<file path="config.mk">
export PLATFORM = sky130hd
export DESIGN_NAME = centered_moving_average
export DESIGN_NICKNAME = d
export VERILOG_FILES = /design/src/design/cma_pkg.sv /design/src/design/cma_front.sv /design/src/design/cma_queue.sv /design/src/design/cma_back.sv /design/src/design/centered_moving_average.sv
export VERILOG_INCLUDE_DIRS = /design/src /design/src/design
export SDC_FILE = /design/constraint.sdc
export NUM_CORES = 1
export LEC_CHECK = 0
export BUFFER_PORTS_ARGS = -buffer_cell sky130_fd_sc_hd__buf_2
export CORE_UTILIZATION = 53
export DETAILED_ROUTE_END_ITERATION = 6
export MAX_ROUTING_LAYER = met4
export PLACE_DENSITY_LB_ADDON = 0.05
export RECOVER_POWER = 50
export SYNTH_ARGS = -nofsm -noshare
export SYNTH_HDL_FRONTEND = slang
export SYNTH_HIERARCHICAL = 1
export SYNTH_SLANG_ARGS = --single-unit
</file>
<file path="constraint.sdc">
create_clock -name clock -period 6.5 [get_ports clock]
set_input_delay 0.65 -clock clock [delete_from_list [all_inputs] [get_ports clock]]
set_output_delay 0.65 -clock clock [all_outputs]
set_load 0.01 [all_outputs]
</file>
<file path="src/design/centered_moving_average_macros.svh">
// Assertion macros used by the top-level RTL of the centered moving average.
// Define NO_ASSERTIONS to compile the checks out.
`ifndef CENTERED_MOVING_AVERAGE_MACROS_SVH
`define CENTERED_MOVING_AVERAGE_MACROS_SVH

`ifndef NO_ASSERTIONS

// When cond holds at a clock edge, expect holds at the same edge.
`define CMA_ASSERT_IMPLY(label, clk, rst, cond, expect_now) \
   label: assert property (@(posedge clk) disable iff (rst) (cond) |-> (expect_now)) \
      else $error("centered_moving_average: same-cycle check failed");

// When cond holds at a clock edge, expect holds at the next edge.
`define CMA_ASSERT_NEXT(label, clk, rst, cond, expect_next) \
   label: assert property (@(posedge clk) disable iff (rst) (cond) |=> (expect_next)) \
      else $error("centered_moving_average: next-cycle check failed");

`else

`define CMA_ASSERT_IMPLY(label, clk, rst, cond, expect_now)
`define CMA_ASSERT_NEXT(label, clk, rst, cond, expect_next)

`endif

`endif

</file>
<file path="src/design/cma_pkg.sv">
`default_nettype none

package cma_pkg;

   // Width of the half_width register and its value after reset.
   localparam int HALF_BITS = 4;
   localparam logic [HALF_BITS-1:0] HALF_RESET = 4'd1;

   // Defaults for the top-level parameters.
   localparam int MAX_HALF_DEFAULT = 15;
   localparam int SAMPLE_BITS_DEFAULT = 16;

   // Entries in the command queue between front and back.
   localparam int QUEUE_DEPTH = 4;

   // Front-end sequencer states.
   typedef enum logic {
      FRONT_RUN,
      FRONT_FLUSH
   } front_state_type;

   // Fill status of the command queue.
   typedef struct packed {
      logic full;
      logic empty;
   } queue_status_type;

endpackage

`default_nettype wire

</file>
<file path="src/design/cma_front.sv">
`default_nettype none

module cma_front
   import cma_pkg::*;
#(
   parameter int MAX_HALF = MAX_HALF_DEFAULT,
   parameter int SAMPLE_BITS = SAMPLE_BITS_DEFAULT,
   localparam int DEPTH = 2 * MAX_HALF + 2,
   localparam int CW = $clog2(DEPTH),
   localparam int SUMW = SAMPLE_BITS + CW
) (
   input  wire logic                   clock,
   input  wire logic                   reset,
   input  wire logic [HALF_BITS-1:0]   half_width,
   input  wire logic                   req_valid,
   output logic                        req_ready,
   input  wire logic [SAMPLE_BITS-1:0] req_sample,
   input  wire logic                   req_final_sample,
   output logic                        cmd_valid,
   input  wire logic                   cmd_ready,
   output logic [SUMW-1:0]             cmd_sum,
   output logic [CW-1:0]               cmd_count,
   output logic                        cmd_last
);

   localparam int SW = $clog2(DEPTH + 1);

   // Ring of running totals: each slot holds the sequence sum up to that sample.
   logic [SUMW-1:0] ring [DEPTH];

   front_state_type state_ff, state_in;
   logic [CW-1:0]   head_ff, head_in;
   logic [SW-1:0]   seen_ff, seen_in;
   logic [SUMW-1:0] cum_ff, cum_in;
   logic [SW-1:0]   flush_d_ff, flush_d_in;
   logic [SW-1:0]   flush_h_ff, flush_h_in;

   // Read stage: one command waiting for its base total from the ring.
   logic            s1_valid_ff, s1_valid_in;
   logic [CW-1:0]   s1_count_ff;
   logic            s1_last_ff;
   logic [SUMW-1:0] s1_cum_ff;
   logic            s1_zero_ff;
   logic [SUMW-1:0] rd_ff;

   logic            s1_free;
   logic            ring_we;
   logic [SUMW-1:0] cum_new;
   logic [SW-1:0]   seen_new;
   logic [CW-1:0]   head_next;
   logic [SW-1:0]   h_sw;
   logic [SW-1:0]   win_run;
   logic [SW-1:0]   cnt_run;
   logic [SW-1:0]   win_fl;
   logic [SW-1:0]   cnt_fl;
   logic [SW-1:0]   m_minus1;
   logic            issue;
   logic [SW-1:0]   iss_count;
   logic            iss_last;
   logic [SUMW-1:0] iss_cum;
   logic [SW-1:0]   seen_ref;
   logic [CW-1:0]   last_slot;
   logic [CW:0]     addr_raw;
   logic [CW:0]     rd_addr;

   assign s1_free = !s1_valid_ff || cmd_ready;

   // Half width limited to what the ring can hold.
   always_comb begin
      if (int'(half_width) > MAX_HALF) begin
         h_sw = SW'(MAX_HALF);
      end else begin
         h_sw = SW'(half_width);
      end
   end

   // Bookkeeping for the incoming sample.
   assign cum_new   = cum_ff + {{CW{req_sample[SAMPLE_BITS-1]}}, req_sample};
   assign seen_new  = (seen_ff == SW'(DEPTH)) ? seen_ff : seen_ff + 1'b1;
   assign head_next = (head_ff == CW'(DEPTH - 1)) ? '0 : head_ff + 1'b1;

   // Window lengths for a steady-state result and for a flush result.
   assign win_run  = (h_sw << 1) | SW'(1);
   assign cnt_run  = (seen_new < win_run) ? seen_new : win_run;
   assign m_minus1 = (seen_new > h_sw) ? h_sw : seen_new - 1'b1;
   assign win_fl   = flush_d_ff + flush_h_ff + SW'(1);
   assign cnt_fl   = (seen_ff < win_fl) ? seen_ff : win_fl;

   // Sequencer: accept samples, then walk out the flush results.
   always_comb begin
      state_in   = state_ff;
      head_in    = head_ff;
      seen_in    = seen_ff;
      cum_in     = cum_ff;
      flush_d_in = flush_d_ff;
      flush_h_in = flush_h_ff;
      req_ready  = 1'b0;
      ring_we    = 1'b0;
      issue      = 1'b0;
      iss_count  = seen_new;
      iss_last   = 1'b0;
      iss_cum    = cum_new;
      seen_ref   = seen_new;
      last_slot  = head_ff;
      unique case (state_ff)
         FRONT_RUN: begin
            req_ready = s1_free;
            if (req_valid && s1_free) begin
               ring_we = 1'b1;
               cum_in  = cum_new;
               seen_in = seen_new;
               head_in = head_next;
               if (req_final_sample) begin
                  state_in   = FRONT_FLUSH;
                  flush_d_in = m_minus1;
                  flush_h_in = h_sw;
               end else if (seen_new > h_sw) begin
                  issue     = 1'b1;
                  iss_count = cnt_run;
               end
            end
         end
         FRONT_FLUSH: begin
            seen_ref  = seen_ff;
            iss_cum   = cum_ff;
            iss_count = cnt_fl;
            last_slot = (head_ff == '0) ? CW'(DEPTH - 1) : head_ff - 1'b1;
            if (s1_free) begin
               issue    = 1'b1;
               iss_last = (flush_d_ff == '0);
               if (flush_d_ff == '0) begin
                  state_in = FRONT_RUN;
                  head_in  = '0;
                  seen_in  = '0;
                  cum_in   = '0;
               end else begin
                  flush_d_in = flush_d_ff - 1'b1;
               end
            end
         end
         default: begin
            state_in = FRONT_RUN;
         end
      endcase
   end

   // Slot that holds the total just before the window starts.
   always_comb begin
      addr_raw = (CW + 1)'(last_slot) + (CW + 1)'(DEPTH) - (CW + 1)'(iss_count);
      if (addr_raw >= (CW + 1)'(DEPTH)) begin
         rd_addr = addr_raw - (CW + 1)'(DEPTH);
      end else begin
         rd_addr = addr_raw;
      end
   end

   assign s1_valid_in = s1_free ? issue : s1_valid_ff;

   // Control registers.
   always_ff @(posedge clock) begin
      if (reset) begin
         state_ff    <= FRONT_RUN;
         head_ff     <= '0;
         seen_ff     <= '0;
         cum_ff      <= '0;
         flush_d_ff  <= '0;
         flush_h_ff  <= '0;
         s1_valid_ff <= 1'b0;
      end else begin
         state_ff    <= state_in;
         head_ff     <= head_in;
         seen_ff     <= seen_in;
         cum_ff      <= cum_in;
         flush_d_ff  <= flush_d_in;
         flush_h_ff  <= flush_h_in;
         s1_valid_ff <= s1_valid_in;
      end
   end

   // Read stage payload and the registered ring read.
   always_ff @(posedge clock) begin
      if (s1_free && issue) begin
         s1_count_ff <= iss_count[CW-1:0];
         s1_last_ff  <= iss_last;
         s1_cum_ff   <= iss_cum;
         s1_zero_ff  <= (iss_count == seen_ref);
         rd_ff       <= ring[rd_addr[CW-1:0]];
      end
   end

   // Ring write.
   always_ff @(posedge clock) begin
      if (ring_we) begin
         ring[head_ff] <= cum_new;
      end
   end

   // The window sum is the difference of two running totals.
   assign cmd_valid = s1_valid_ff;
   assign cmd_sum   = s1_cum_ff - (s1_zero_ff ? '0 : rd_ff);
   assign cmd_count = s1_count_ff;
   assign cmd_last  = s1_last_ff;

endmodule

`default_nettype wire

</file>
<file path="src/design/cma_queue.sv">
`default_nettype none

module cma_queue
   import cma_pkg::*;
#(
   parameter int WIDTH = 8,
   parameter int DEPTH = QUEUE_DEPTH
) (
   input  wire logic             clock,
   input  wire logic             reset,
   input  wire logic             push,
   input  wire logic [WIDTH-1:0] push_data,
   input  wire logic             pop,
   output logic      [WIDTH-1:0] pop_data,
   output queue_status_type      status
);

   localparam int PW = (DEPTH > 1) ? $clog2(DEPTH) : 1;
   localparam int NW = $clog2(DEPTH + 1);

   logic [WIDTH-1:0] entry_ff [DEPTH];
   logic [PW-1:0]    wr_ptr_ff, wr_ptr_in;
   logic [PW-1:0]    rd_ptr_ff, rd_ptr_in;
   logic [NW-1:0]    fill_ff, fill_in;
   logic             do_push;
   logic             do_pop;

   assign status.full  = (fill_ff == NW'(DEPTH));
   assign status.empty = (fill_ff == '0);
   assign do_push = push && !status.full;
   assign do_pop  = pop && !status.empty;
   assign pop_data = entry_ff[rd_ptr_ff];

   // Pointer and fill-count update.
   always_comb begin
      wr_ptr_in = wr_ptr_ff;
      rd_ptr_in = rd_ptr_ff;
      fill_in   = fill_ff;
      if (do_push) begin
         wr_ptr_in = (wr_ptr_ff == PW'(DEPTH - 1)) ? '0 : wr_ptr_ff + 1'b1;
      end
      if (do_pop) begin
         rd_ptr_in = (rd_ptr_ff == PW'(DEPTH - 1)) ? '0 : rd_ptr_ff + 1'b1;
      end
      if (do_push && !do_pop) begin
         fill_in = fill_ff + 1'b1;
      end else if (do_pop && !do_push) begin
         fill_in = fill_ff - 1'b1;
      end
   end

   always_ff @(posedge clock) begin
      if (reset) begin
         wr_ptr_ff <= '0;
         rd_ptr_ff <= '0;
         fill_ff   <= '0;
      end else begin
         wr_ptr_ff <= wr_ptr_in;
         rd_ptr_ff <= rd_ptr_in;
         fill_ff   <= fill_in;
      end
   end

   // Entry storage.
   always_ff @(posedge clock) begin
      if (do_push) begin
         entry_ff[wr_ptr_ff] <= push_data;
      end
   end

endmodule

`default_nettype wire

</file>
<file path="src/design/cma_back.sv">
`default_nettype none

module cma_back
   import cma_pkg::*;
#(
   parameter int MAX_HALF = MAX_HALF_DEFAULT,
   parameter int SAMPLE_BITS = SAMPLE_BITS_DEFAULT,
   localparam int DEPTH = 2 * MAX_HALF + 2,
   localparam int CW = $clog2(DEPTH),
   localparam int SUMW = SAMPLE_BITS + CW
) (
   input  wire logic                   clock,
   input  wire logic                   reset,
   input  wire logic                   cmd_valid,
   output logic                        cmd_ready,
   input  wire logic [SUMW-1:0]        cmd_sum,
   input  wire logic [CW-1:0]          cmd_count,
   input  wire logic                   cmd_last,
   output logic                        rsp_valid,
   input  wire logic                   rsp_ready,
   output logic [SAMPLE_BITS-1:0]      rsp_average,
   output logic                        rsp_last_output
);

   localparam int STW = $clog2(SUMW + 1);

   logic                   busy_ff, busy_in;
   logic [STW-1:0]         step_ff, step_in;
   logic [CW-1:0]          rem_ff, rem_in;
   logic [SUMW-1:0]        quo_ff, quo_in;
   logic [CW-1:0]          div_ff;
   logic                   neg_ff;
   logic                   last_ff;
   logic                   out_valid_ff, out_valid_in;
   logic [SAMPLE_BITS-1:0] out_avg_ff;
   logic                   out_last_ff;

   logic                   start;
   logic                   finish;
   logic [CW:0]            trial;
   logic                   fits;
   logic [SUMW-1:0]        sum_mag;
   logic [SUMW-1:0]        quo_signed;

   assign cmd_ready = !busy_ff;
   assign start     = cmd_valid && !busy_ff;
   assign finish    = busy_ff && (step_ff == '0) && (!out_valid_ff || rsp_ready);
   assign sum_mag   = cmd_sum[SUMW-1] ? (~cmd_sum + 1'b1) : cmd_sum;

   // One restoring division step per cycle on the magnitude.
   assign trial = {rem_ff, quo_ff[SUMW-1]};
   assign fits  = (trial >= {1'b0, div_ff});

   always_comb begin
      busy_in = busy_ff;
      step_in = step_ff;
      rem_in  = rem_ff;
      quo_in  = quo_ff;
      if (start) begin
         busy_in = 1'b1;
         step_in = STW'(SUMW);
         rem_in  = '0;
         quo_in  = sum_mag;
      end else if (busy_ff && (step_ff != '0)) begin
         step_in = step_ff - 1'b1;
         rem_in  = fits ? CW'(trial - {1'b0, div_ff}) : trial[CW-1:0];
         quo_in  = {quo_ff[SUMW-2:0], fits};
      end else if (finish) begin
         busy_in = 1'b0;
      end
   end

   // Quotient sign restored; truncation toward zero follows from the magnitude.
   assign quo_signed = neg_ff ? (~quo_ff + 1'b1) : quo_ff;

   // Output register parts the divider from the result channel.
   always_comb begin
      out_valid_in = out_valid_ff;
      if (finish) begin
         out_valid_in = 1'b1;
      end else if (rsp_ready) begin
         out_valid_in = 1'b0;
      end
   end

   always_ff @(posedge clock) begin
      if (reset) begin
         busy_ff      <= 1'b0;
         step_ff      <= '0;
         out_valid_ff <= 1'b0;
      end else begin
         busy_ff      <= busy_in;
         step_ff      <= step_in;
         out_valid_ff <= out_valid_in;
      end
   end

   // Divider and result payload.
   always_ff @(posedge clock) begin
      rem_ff <= rem_in;
      quo_ff <= quo_in;
      if (start) begin
         div_ff  <= cmd_count;
         neg_ff  <= cmd_sum[SUMW-1];
         last_ff <= cmd_last;
      end
      if (finish) begin
         out_avg_ff  <= quo_signed[SAMPLE_BITS-1:0];
         out_last_ff <= last_ff;
      end
   end

   assign rsp_valid       = out_valid_ff;
   assign rsp_average     = out_avg_ff;
   assign rsp_last_output = out_last_ff;

endmodule

`default_nettype wire

</file>
<file path="src/design/centered_moving_average.sv">
// Channel   Direction  Handshake             Payload
// req       in         req_valid/req_ready   req_sample, req_final_sample
// rsp       out        rsp_valid/rsp_ready   rsp_average, rsp_last_output
// csr       in         csr_wr_en             csr_wr_data (half_width)
//
// The front takes one sample per cycle unless a command waits on a full queue;
// a final sample holds req_ready low while the flush results are queued.
// The serial divider loads, runs one cycle per quotient bit and unloads, and
// takes no new command until its result has moved to the output register;
// a four-entry command queue lets the front run ahead.
// Reset is synchronous: counters clear, half_width returns to 1, no ring clearing.
`default_nettype none

`include "centered_moving_average_macros.svh"

module centered_moving_average
   import cma_pkg::*;
#(
   parameter int MAX_HALF = MAX_HALF_DEFAULT,
   parameter int SAMPLE_BITS = SAMPLE_BITS_DEFAULT
) (
   input  wire logic                   clock,
   input  wire logic                   reset,
   input  wire logic                   req_valid,
   output logic                        req_ready,
   input  wire logic [SAMPLE_BITS-1:0] req_sample,
   input  wire logic                   req_final_sample,
   output logic                        rsp_valid,
   input  wire logic                   rsp_ready,
   output logic [SAMPLE_BITS-1:0]      rsp_average,
   output logic                        rsp_last_output,
   input  wire logic                   csr_wr_en,
   input  wire logic [HALF_BITS-1:0]   csr_wr_data
);

   localparam int DEPTH = 2 * MAX_HALF + 2;
   localparam int CW = $clog2(DEPTH);
   localparam int SUMW = SAMPLE_BITS + CW;
   localparam int QW = SUMW + CW + 1;

   logic [HALF_BITS-1:0] half_width_ff;

   logic                 cmd_valid;
   logic                 cmd_ready;
   logic [SUMW-1:0]      cmd_sum;
   logic [CW-1:0]        cmd_count;
   logic                 cmd_last;
   logic [QW-1:0]        q_out;
   queue_status_type     q_status;
   logic                 back_ready;
   logic                 q_pop;

   // Configuration register.
   always_ff @(posedge clock) begin
      if (reset) begin
         half_width_ff <= HALF_RESET;
      end else if (csr_wr_en) begin
         half_width_ff <= csr_wr_data;
      end
   end

   // Front end: ring of running totals and window bookkeeping.
   cma_front #(
      .MAX_HALF    (MAX_HALF),
      .SAMPLE_BITS (SAMPLE_BITS)
   ) u_front (
      .clock            (clock),
      .reset            (reset),
      .half_width       (half_width_ff),
      .req_valid        (req_valid),
      .req_ready        (req_ready),
      .req_sample       (req_sample),
      .req_final_sample (req_final_sample),
      .cmd_valid        (cmd_valid),
      .cmd_ready        (cmd_ready),
      .cmd_sum          (cmd_sum),
      .cmd_count        (cmd_count),
      .cmd_last         (cmd_last)
   );

   assign cmd_ready = !q_status.full;
   assign q_pop     = !q_status.empty && back_ready;

   // Command queue between front and divider.
   cma_queue #(
      .WIDTH (QW),
      .DEPTH (QUEUE_DEPTH)
   ) u_queue (
      .clock     (clock),
      .reset     (reset),
      .push      (cmd_valid),
      .push_data ({cmd_last, cmd_count, cmd_sum}),
      .pop       (q_pop),
      .pop_data  (q_out),
      .status    (q_status)
   );

   // Back end: serial divider and output register.
   cma_back #(
      .MAX_HALF    (MAX_HALF),
      .SAMPLE_BITS (SAMPLE_BITS)
   ) u_back (
      .clock           (clock),
      .reset           (reset),
      .cmd_valid       (!q_status.empty),
      .cmd_ready       (back_ready),
      .cmd_sum         (q_out[SUMW-1:0]),
      .cmd_count       (q_out[SUMW+CW-1:SUMW]),
      .cmd_last        (q_out[QW-1]),
      .rsp_valid       (rsp_valid),
      .rsp_ready       (rsp_ready),
      .rsp_average     (rsp_average),
      .rsp_last_output (rsp_last_output)
   );

   // A final sample always starts a flush, so input stalls on the next cycle.
   `CMA_ASSERT_NEXT(a_final_stalls, clock, reset, req_valid && req_ready && req_final_sample, !req_ready)
   // The queue fill count never claims full and empty together.
   `CMA_ASSERT_IMPLY(a_queue_status, clock, reset, q_status.full, !q_status.empty)
   // A command handed to the divider keeps it busy on the following cycle.
   `CMA_ASSERT_NEXT(a_back_busy, clock, reset, q_pop, !back_ready)

endmodule

`default_nettype wire

</file>
==> impl_metrics.yaml <==
clock_tree:
  cts_sinks: 943
  cts_buffers: 97
  cts.clk_slew.worst_paths_ns: 0.06
  cts_root_buffer: "clkbuf_16"
  hold_buffers: 0
  post_cts_buffers: 0
  worstSkewPairLatency_ns: 0.68
  cts_resized: 0
  cts_tree: "done"
  htreeDepth: 3
  cts.path.max_buffers: 3
timing:
  setup_viol: 0
  period_minus_slack_ns: 5.997
  hold_viol: 0
  fin_skew_ns: 0.03616
  finalSetupTns_ns: 0
  period_share_pct: 92.26
  finalMaxSlewViolations: 365
  rsz0062_at_grt: "no"
  slew_headroom_pct: -128.8
  max_slew.worst_pin.slew_ns: 3.433
  fmax_mhz: 166.8
yosys:
  synth_fp_nets: 2385
  ys_warn_count: 6
  synth_area_um2: 40060
  synth_edf_count: 874
  post_synth_inst_count: 2268
  synthFlopType: "edfxtp_1"
  ys_async_sr_fraction_pct: 0
  ys_types: 78
  ys_seq_area_share_pct: 68.96
  avgSynthCellArea_um2: 17.66
  synth-seq-cells: 943
global_routing:
  antenna_found_initial: 1
  grt_overflow: 0
  grt_pass1_vias: 21400
  grt_start_max_net_pins: 69
  grt_pass1_wl_mm: 138.6
  grt_usage_pct: 25.60
pwr:
  pwr-share-comb_pct: 30.9
  p_leak_nw: 15.03
  power_density_nw_per_um2: 442.3
  power_frac_seq_pct: 41.0
  switchingPower_w: 0.006006
  p_int_w: 0.01391
  max-vdd-ir-drop_v: 0.0004240
  swShare_pct: 30.16
  total_power_w: 0.01991
  clock_power_share_pct: 28.1
floorplanning:
  start_util_pct: 53.72
  ios: 45
  die-area_um2: 76690
  core.rowCount: 100
  core_um2: 74570
  die_w_um: 276.9
  die_h_um: 276.9
cells_and_area:
  final_cell_area_um2: 45020
  area_growth_pct: 12.38
  fin_nets: 2502
  drive_gt1_share_pct: 22.38
drt:
  dr.pass1.iters: 5
  wl_met2_mm: 47.01
  via_per_inst: 6.095
  met3RoutedLength_mm: 5.755
  routedLengthMet1_mm: 37.46
  drc: 0
  drt_iter0_drc: 1833
  vias: 20950
  wl_mm: 93.28
  postRouteAntennaNets: 0
  top_layer: "met4"
  wl_per_cell_um: 27.14
critical_path:
  cp_data_arrival_time_ns: 6.23
  crit_chain: "clkbuf_1, inv_1, clkbuf_1, and3_1, nand2_1, nor2_2, clkbuf_1"
  end_kind: "flip-flop"
  crit_path_max_incr_delay_ns: 1.38
  required_ns: 6.73
  slowest_stage: "clkbuf_1"
  path_common_cell: "clkbuf_1"
  cp_max_fo: 33
  start_kind: "flip-flop"
  criticalPathCategory: "reg -> reg"
place:
  dpl_cell_area_um2: 42000
  place.gp.congestion: 0.8593
  io_buffer_count: 44
  dp_hpwl_mm: 55.14
job:
  max_cap_viol_count: 10
run_status:
  violations: "capacitance limit, slew limit"
  status: "finished, violations left"
hold_path:
  hp-class: "in -> reg"
[worst max-delay path: cells and delay by family, from the launching register on]
family / cells / cell delay [ns]
buffers and inverters: 4 / 3.72
flip-flops: 1 / 0.71
AND/OR/NAND/NOR: 3 / 1.10
[synth_stat cells (7+ instances only)]
cell / instances / share of area (%)
dfxtp_1: 69 / 3.4
o211ai_1: 7 / 0.13
buf_1: 14 / 0.13
nand3_1: 27 / 0.34
nor2_1: 119 / 1.1
inv_1: 65 / 0.61
nor3_1: 31 / 0.39
edfxtp_1: 874 / 66
xor2_1: 41 / 0.90
mux2i_1: 18 / 0.45
nand2b_1: 34 / 0.53
a21oi_1: 75 / 0.94
nor2b_1: 12 / 0.19
mux2_4: 20 / 0.75
o21a_1: 14 / 0.26
and3_1: 12 / 0.19
o31ai_1: 11 / 0.21
a211oi_1: 8 / 0.15
and2_1: 11 / 0.17
clkbuf_1: 70 / 0.66
o21ai_0: 66 / 0.82
xnor2_1: 59 / 1.3
a31oi_1: 8 / 0.12
nand2_1: 130 / 1.2
a21o_1: 24 / 0.45
mux4_2: 237 / 13
or3_1: 13 / 0.20
ha_1: 85 / 2.7
nand3b_1: 8 / 0.15
[layer usage]
metal	track usage, %	vias up
met4	8.618	0
met3	4.581	173
li1	-	9199
met2	41.99	668
met5	-	-
met1	32.40	10910
[layout by cell type, fill, tap and decap left out, types with 8 or more instances in the layout]
cell type   count
clkinv_2       15
inv_1          65
clkbuf_16      98
a21o_1         24
buf_2          26
nand3_1        27
xnor2_1        46
nand2b_1       34
and3_1         12
nor3_1         31
a211oi_1        8
mux4_2        237
clkinvlp_4     14
clkbuf_2        8
o31ai_1        11
edfxtp_1      874
o21a_1         14
nand2_1       129
nand3b_1        8
xor2_1         37
xnor2_2        13
nor2_2         21
bufinv_16      10
buf_4          36
buf_12         10
a31oi_1         8
mux2_4         20
dfxtp_1        69
or3_1          16
ha_1           84
mux2i_1        18
o21ai_0        66
clkbuf_1       50
clkinv_1       19
a21oi_1        75
nor2_1         99
nor2b_1        12
[sequential cells by signal, indices dropped and copies added, names as in the netlist, 6 cells and up, named ones only]
signal and flops:
u_front/flush_d_ff 6, u_front/ring 672, u_back/quo_ff 21, u_front/cum_ff 21
u_back/rsp_average 16, u_front/seen_ff 6, u_queue/entry_ff 108, u_front/s1_cum_ff 21
u_front/rd_ff 21
[power groups by stage]
stage | registers, W | logic [W] | clock network [W]
3_5_place_dp | 0.00828 | 0.00627 | 0
4_1_cts | 0.00815 | 0.00628 | 0.00570
6_report | 0.00816 | 0.00616 | 0.00559
3_3_place_gp | 0.00827 | 0.00616 | 0
2_1_floorplan | 0.00810 | 0.00459 | 0
5_1_grt | 0.00822 | 0.00666 | 0.00593
[path summary, 6_finish.rpt]
path	from	to	slack (ns)	depth (start not counted)
worst max-delay path	u_front/state_ff	u_front/ring[4][12]	0.50	7
worst min register to register	u_back/last_ff	u_back/rsp_last_output	0.42	0
worst min-delay path	csr_wr_data[0]	half_width_ff[0]	0.21	2
worst max register to register	u_front/state_ff	u_front/ring[4][12]	0.50	7
[area by class of cell]
| type | count | area (um2) |
|---|---|---|
| clock buffers | 113 | 2519 |
| repair buffers | 116 | 775.7 |
| multi-input cells | 1160 | 11880 |
| clock inverters | 68 | 739.5 |
| inverters | 67 | 270.3 |
| fillers | 5460 | 29550 |
| well taps | 969 | 1212 |
| diodes | 1 | 2.502 |
| flip-flops and latches | 943 | 27630 |
[through the flow]
stage	util (%)	std cells	setup slack (ns)	hold slack [ns]
after floorplan	-	2268	1.048	0.4003
after global placement	56.33	3255	0.8415	0.4038
after detailed placement	56.33	3255	0.7325	0.4063
after CTS	60.69	3436	0.7325	0.1757
after global routing	60.38	3437	0.2747	0.1828
final	60.38	3437	0.5032	0.2060
[logic make-up after synthesis]
family	count (synthesis)	share of synthesized area, %
AO/OA/AOI/OAI	258	4.163
adder cells (fa/ha/maj)	91	2.955
buffers and inverters	165	1.736
multiplexers	283	14.78
flip-flops	943	68.96
XOR/XNOR	100	2.186
AND/OR/NAND/NOR	428	5.225
(Power assumes the default switching activity.)
